==> config.mk <==
export PLATFORM = sky130hd
export DESIGN_NAME = text_console_cursor_engine_top
export DESIGN_NICKNAME = d
export VERILOG_FILES = /design/src/design/tcce_pkg.sv /design/src/design/text_console_cursor_engine_top.sv
export SDC_FILE = /design/constraint.sdc
export NUM_CORES = 1
export LEC_CHECK = 0
export BUFFER_PORTS_ARGS = -buffer_cell sky130_fd_sc_hd__buf_2
export CAP_MARGIN = 20
export CORE_ASPECT_RATIO = 0.5
export CORE_UTILIZATION = 45
export CTS_BUF_LIST = sky130_fd_sc_hd__clkbuf_2 sky130_fd_sc_hd__clkbuf_4 sky130_fd_sc_hd__clkbuf_8
export DETAILED_ROUTE_END_ITERATION = 12
export PLACE_DENSITY = 0.66
export SLEW_MARGIN = 20
export SYNTH_ARGS = -nofsm -noshare
export SYNTH_HDL_FRONTEND = slang
export SYNTH_SLANG_ARGS = --single-unit
==> constraint.sdc <==
create_clock -name aclk -period 12.3 [get_ports aclk]
set_input_delay 2.46 -clock aclk [delete_from_list [all_inputs] [get_ports aclk]]
set_output_delay 2.46 -clock aclk [all_outputs]
set_load 0.05 [all_outputs]
==> src/design/tcce_pkg.sv <==
package tcce_pkg;

    // Control codes
    localparam logic [7:0] CODE_BS  = 8'h08;
    localparam logic [7:0] CODE_TAB = 8'h09;
    localparam logic [7:0] CODE_LF  = 8'h0A;
    localparam logic [7:0] CODE_CR  = 8'h0D;

    // Tab stops fall on multiples of this
    localparam logic [8:0] TAB_STOP = 9'd8;

    // Register reset values
    localparam logic [7:0] COLUMNS_RST   = 8'd80;
    localparam logic [7:0] ROWS_RST      = 8'd25;
    localparam logic [7:0] TEXT_ATTR_RST = 8'h0F;

    // Configuration register indexes
    localparam int CFG_INDEX_W = 2;

    typedef enum logic [CFG_INDEX_W-1:0] {
        CFG_COLUMNS   = 2'd0,
        CFG_ROWS      = 2'd1,
        CFG_TEXT_ATTR = 2'd2
    } cfg_index_t;

endpackage

==> src/design/text_console_cursor_engine_top.sv <==
// Channel   Handshake                  Payload
// s_        s_valid / s_ready          s_char_code
// m_        m_valid / m_ready          m_cell_*, m_scroll_up, m_cursor_*, m_prev_char
// cfg_      cfg_valid / cfg_ready      cfg_index, cfg_data
//
// One word per cycle sustained while m_ready is high; a word passes through the input
// register and then the result register before it shows on the result port, and a stalled
// result holds it back. The cursor update and both row-times-columns products sit between those two registers.
// Reset (aresetn low at a clock edge) empties both stages, homes the cursor and
// restores the register defaults. The configuration port is always ready.
// While the result waits, the input register still takes one more word.
module text_console_cursor_engine_top
    import tcce_pkg::*;
(
    input  logic                   aclk,
    input  logic                   aresetn,

    input  logic                   s_valid,
    output logic                   s_ready,
    input  logic [7:0]             s_char_code,

    output logic                   m_valid,
    input  logic                   m_ready,
    output logic                   m_cell_write,
    output logic [15:0]            m_cell_address,
    output logic [7:0]             m_cell_char,
    output logic [7:0]             m_cell_attr,
    output logic                   m_scroll_up,
    output logic [15:0]            m_cursor_address,
    output logic [7:0]             m_cursor_col,
    output logic [7:0]             m_cursor_row,
    output logic [7:0]             m_prev_char,

    input  logic                   cfg_valid,
    output logic                   cfg_ready,
    input  logic [CFG_INDEX_W-1:0] cfg_index,
    input  logic [7:0]             cfg_data
);

    logic [7:0]  columns_reg;
    logic [7:0]  rows_reg;
    logic [7:0]  text_attr_reg;

    logic [7:0]  col_reg;
    logic [7:0]  row_reg;
    logic [7:0]  last_reg;

    logic        in_valid_reg;
    logic [7:0]  in_char_reg;

    logic        out_valid_reg;
    logic        cell_write_reg;
    logic [15:0] cell_address_reg;
    logic [7:0]  cell_char_reg;
    logic [7:0]  cell_attr_reg;
    logic        scroll_up_reg;
    logic [15:0] cursor_address_reg;

    logic        load_out;
    logic [7:0]  ncols;
    logic [7:0]  nrows;
    logic        wr;
    logic [7:0]  wcol;
    logic [7:0]  wchar;
    logic [8:0]  col_wide;
    logic        adv;
    logic        scroll;
    logic [8:0]  row_inc;
    logic [7:0]  row_next;
    logic [7:0]  col_next;
    logic [15:0] cell_addr;
    logic [15:0] cursor_addr;

    // Handshakes
    assign load_out  = in_valid_reg && (!out_valid_reg || m_ready);
    assign s_ready   = !in_valid_reg || load_out;
    assign cfg_ready = 1'b1;

    // Configuration registers
    always_ff @(posedge aclk) begin
        if (!aresetn) begin
            columns_reg   <= COLUMNS_RST;
            rows_reg      <= ROWS_RST;
            text_attr_reg <= TEXT_ATTR_RST;
        end else if (cfg_valid && cfg_ready) begin
            unique case (cfg_index_t'(cfg_index))
                CFG_COLUMNS:   columns_reg   <= cfg_data;
                CFG_ROWS:      rows_reg      <= cfg_data;
                CFG_TEXT_ATTR: text_attr_reg <= cfg_data;
                default: ;
            endcase
        end
    end

    // Zero size acts as one
    assign ncols = (columns_reg == 8'd0) ? 8'd1 : columns_reg;
    assign nrows = (rows_reg == 8'd0) ? 8'd1 : rows_reg;

    // Cursor update for the word in the input register
    always_comb begin
        wr       = 1'b0;
        wcol     = col_reg;
        wchar    = 8'd0;
        col_wide = {1'b0, col_reg};
        adv      = 1'b0;
        case (in_char_reg)
            CODE_BS: begin
                if (col_reg != 8'd0) begin
                    wr       = 1'b1;
                    wcol     = col_reg - 8'd1;
                    col_wide = {1'b0, col_reg} - 9'd1;
                end
            end
            CODE_TAB: col_wide = ({1'b0, col_reg} + TAB_STOP) & ~(TAB_STOP - 9'd1);
            CODE_LF:  adv      = 1'b1;
            CODE_CR:  col_wide = 9'd0;
            default: begin
                wr       = 1'b1;
                wchar    = in_char_reg;
                col_wide = {1'b0, col_reg} + 9'd1;
            end
        endcase

        // wrap past the last column
        if (col_wide >= {1'b0, ncols}) begin
            col_wide = 9'd0;
            adv      = 1'b1;
        end
        col_next = col_wide[7:0];

        // row advance, held on the last row with a scroll request
        row_inc  = {1'b0, row_reg} + 9'd1;
        scroll   = 1'b0;
        row_next = row_reg;
        if (adv) begin
            if (row_inc >= {1'b0, nrows}) begin
                row_next = nrows - 8'd1;
                scroll   = 1'b1;
            end else begin
                row_next = row_inc[7:0];
            end
        end

        cell_addr   = ({8'd0, row_reg} * {8'd0, ncols}) + {8'd0, wcol};
        cursor_addr = ({8'd0, row_next} * {8'd0, ncols}) + {8'd0, col_next};
    end

    // Input register
    always_ff @(posedge aclk) begin
        if (!aresetn) begin
            in_valid_reg <= 1'b0;
        end else if (s_ready) begin
            in_valid_reg <= s_valid;
        end
    end

    always_ff @(posedge aclk) begin
        if (s_valid && s_ready) begin
            in_char_reg <= s_char_code;
        end
    end

    // Cursor state, updated as a word moves into the result register
    always_ff @(posedge aclk) begin
        if (!aresetn) begin
            col_reg  <= 8'd0;
            row_reg  <= 8'd0;
            last_reg <= 8'd0;
        end else if (load_out) begin
            col_reg  <= col_next;
            row_reg  <= row_next;
            last_reg <= in_char_reg;
        end
    end

    // Result register
    always_ff @(posedge aclk) begin
        if (!aresetn) begin
            out_valid_reg <= 1'b0;
        end else if (load_out) begin
            out_valid_reg <= 1'b1;
        end else if (m_ready) begin
            out_valid_reg <= 1'b0;
        end
    end

    always_ff @(posedge aclk) begin
        if (load_out) begin
            cell_write_reg     <= wr;
            cell_address_reg   <= wr ? cell_addr : 16'd0;
            cell_char_reg      <= wr ? wchar : 8'd0;
            cell_attr_reg      <= wr ? text_attr_reg : 8'd0;
            scroll_up_reg      <= scroll;
            cursor_address_reg <= cursor_addr;
        end
    end

    assign m_valid          = out_valid_reg;
    assign m_cell_write     = cell_write_reg;
    assign m_cell_address   = cell_address_reg;
    assign m_cell_char      = cell_char_reg;
    assign m_cell_attr      = cell_attr_reg;
    assign m_scroll_up      = scroll_up_reg;
    assign m_cursor_address = cursor_address_reg;
    assign m_cursor_col     = col_reg;
    assign m_cursor_row     = row_reg;
    assign m_prev_char      = last_reg;

endmodule

==> summary.md <==
| Metric | Value |
|---|---|
| Root Driver | clkbuf_8 |
| Pre-antenna DRT Iters | 6 |
| Sequential area share after synthesis | 26.92% |
| CTS Buffer Depth | 2 |
| Count leader, synth | inv_1 |
| Pleak | 5.148 nW |
| Num CTS Buffers | 9 |
| H-tree levels | 3 |
| Wire length per cell | 17.55 um |
| Global Route Usage Sum | 22.88% |
| Cells after synthesis | 1,108 |
| CP Max Fanout | 24 |
| Vias per cell | 5.404 |
| Post-CTS Repair Setup Buffers | 0 |
| Later-pin clock latency in the skew report | 0.45 ns |
| Vias in the first global route | 7,737 |
| Aggregate global routing overflow | 0 |
| RSZ-0062 raised after global routing | false |
| #FFs+latches synth | 108 |
| First-pass GRT wire length | 41,050 um |
| CTS tree | done |
| Antenna-violating nets left | 0 |
| Ys async rst share | 0% |
| Core area | 21,920 um^2 |
| Psw | 0.2321 mW |
| Post-layout net count | 1,372 |
| Reg clk slew, reported paths | 0.11 ns |
| Die span in y | 108.4 um |
| Number of remaining DRC errors | 0 |
| Hold slack | 0.4796 ns |
| Initial Util | 46.49% |
| Power Dens Cells | 66.12 nW/um^2 |
| Die X-Extent | 214.8 um |
| Worst R2R Start | m_cursor_col[0] |
| Warnings, synthesis | 0 |
| Largest net degree at the start of global routing | 56 |
| Mapped cell area | 10,190 um^2 |
| I/O pins | 100 |
| Post-synth top flop | edfxtp_1 |
| Diodes inserted | 0 |
| Crit-path slowest cell | fa_1 |
| # fillers | 2,098 |
| Min-Delay Path Class | flip-flop to flip-flop |
| Slew margin rel. | 36.50% |
| Flop pwr share | 55.9% |
| Initial DRC Count | 659 |
| Post-synth EDFFs | 58 |
| Fmax | 0.1124 GHz |
| Clock power share | 30.6% |
| Hold Startpoint | m_prev_char[0] |
| Worst Path Class, Setup | flip-flop to flip-flop |
| DIE AREA | 23,290 um^2 |
| Total Neg Setup Slack | 0 ns |
| Post-synth top area share | 17.29% |
| Site Rows | 38 |
| Area Growth Syn to Fin | 8.080% |
| Required time worst endpoint | 12.49 ns |
| CP Capture Type | flip-flop |
| Setup Viol. Count Final | 0 |
| Fin. Hold Viols | 0 |
| WHS Path Cells | 2 |
| I/O Buffers | 98 |
| Net Count, Synth | 1,314 |
| CTS-repair resized insts | 0 |
| Largest area contributor in the netlist | fa_1 |
| Sw Share | 31.87% |
| TritonCTS sink count | 108 |
| Gate power share | 13.5% |
| Final RePlAce weighted congestion | 0.9114 |
| Maxcap violations | 0 |
| Distinct cells, synth | 84 |
| DRT Wirelength | 25,810 um |
| Total vias in the final route | 7,949 |
| Register-to-Register Path Depth | 32 |
| Status | complete, no violations |
| Startpoint Class | flip-flop |
| Crit path largest cell delay | 0.55 ns |
| DP HPWL | 19,660 um |
| Fraction of layout cells with a size suffix above 1 | 12.55% |
| CP arrival | 9.09 ns |
| Mean area per synthesized cell | 9.197 um^2 |
| # hold bufs at CTS | 0 |
| Slew @ Worst Pin | 0.9483 ns |
| Critical path origin | m_cursor_col[0] |
| Internal power | 0.4961 mW |
| Worst vdd ir | 0.00007304 V |
| Final Critical Period | 8.900 ns |
| Skew final | 0.02129 ns |
| Final slew viol count | 0 |
| Period utilisation layout | 72.36% |
| Most instantiated cells after synthesis | 154 x inv_1, 130 x nand2_1, 95 x ha_1 |
| Initial antenna violation count | 0 |
| Area contributors post-synth | fa_1 17%, edfxtp_1 17%, ha_1 12%, dfxtp_1 9.8%, inv_1 5.7% |
==> power groups by stage <==
stage	Combinational [mW]	Clock, mW	Sequential, mW
2_1_floorplan	0.0462	0	0.438
3_3_place_gp	0.0969	0	0.415
3_5_place_dp	0.0979	0	0.415
4_1_cts	0.0984	0.232	0.407
5_1_grt	0.105	0.242	0.409
6_report	0.0984	0.222	0.407
==> cell type report <==
cell class | instances | area [um^2] | share of cell area, %
inverters | 154 | 578.1 | 5.249
clock buffers | 9 | 123.9 | 1.125
multi-input cells | 793 | 6631 | 60.21
repair buffers | 100 | 505.5 | 4.590
flip-flops and latches | 108 | 2743 | 24.90
clock inverters | 7 | 56.30 | 0.5112
well taps | 300 | 375.4 | 3.408
==> per-stage QoR <==
| step | total power [mW] | std cells | setup slack, ns | utilization (%) | cell area, um^2 |
|---|---|---|---|---|---|
| after floorplan | 0.4844 | 1108 | 4.340 | - | 10190 |
| after global placement | 0.5119 | 1455 | 3.677 | 49.42 | 10830 |
| after detailed placement | 0.5132 | 1455 | 3.495 | 49.42 | 10830 |
| after CTS | 0.7375 | 1471 | 3.435 | 50.25 | 11010 |
| after global routing | 0.7570 | 1471 | 2.654 | 50.25 | 11010 |
| final | 0.7282 | 1471 | 3.400 | 50.25 | 11010 |
==> cell families after synthesis <==
logic type	share of synthesized area, %
adders and majority gates	28.95
DFF	26.92
AOI/OAI and AO/OA	11.86
muxes	2.873
other	0.03680
buffers and inverters	8.055
xor gates and xnor gates	2.579
and+or+nand+nor	18.73
==> worst max-delay path, delay by kind of cell (launching register included) <==
family          cells  cell delay, ns
compound gates     12            2.53
xor+xnor            1            0.12
fa+ha+maj           7            2.90
buf+inv             4            0.39
flops               1            0.47
mux                 1            0.39
simple gates        7            1.84
==> per-layer routing <==
| metal | share of wire (%) | track usage (%) | vias up | routed length (um) |
|---|---|---|---|---|
| met1 | 50 | 32.71 | 3871 | 12940 |
| li1 | - | - | 3784 | - |
| met3 | 6.4 | 5.682 | 29 | 1663 |
| met4 | 1.3 | 5.357 | 0 | 339 |
| met5 | 0 | 0 | - | 0 |
| met2 | 42 | 34.72 | 265 | 10870 |
==> placed cells by master (no fill, tap or decap), types with 6 or more instances in the layout <==
cell      synthesis  final
o21a_1            8      8
o211ai_1          6      6
a22oi_1           6      6
xor2_1           12     12
ha_1             95     95
nand2b_1          9      9
a21boi_0          8      8
nor3_1           16     16
fa_1             88     88
and2_1           53     53
mux2i_1          20     20
nor2b_1          34     34
clkbuf_8          0      9
a32o_1            6      6
xnor2_1          18     18
a21oi_1          32     32
nand2_1         130    130
edfxtp_1         58     58
nand3_1          26     26
a21o_1            6      6
nor2_1           76     76
o21ai_0          40     40
inv_1           154    153
dfxtp_1          50     50
a211oi_1         10     10
buf_2             5     98
==> final timing paths <==
kind / end / slack [ns]
min: m_prev_char[0] / 0.48
max reg2reg: m_cursor_address[14] / 3.40
max: m_cursor_address[14] / 3.40
min reg2reg: m_prev_char[0] / 0.48
(Power assumes the default switching activity.)
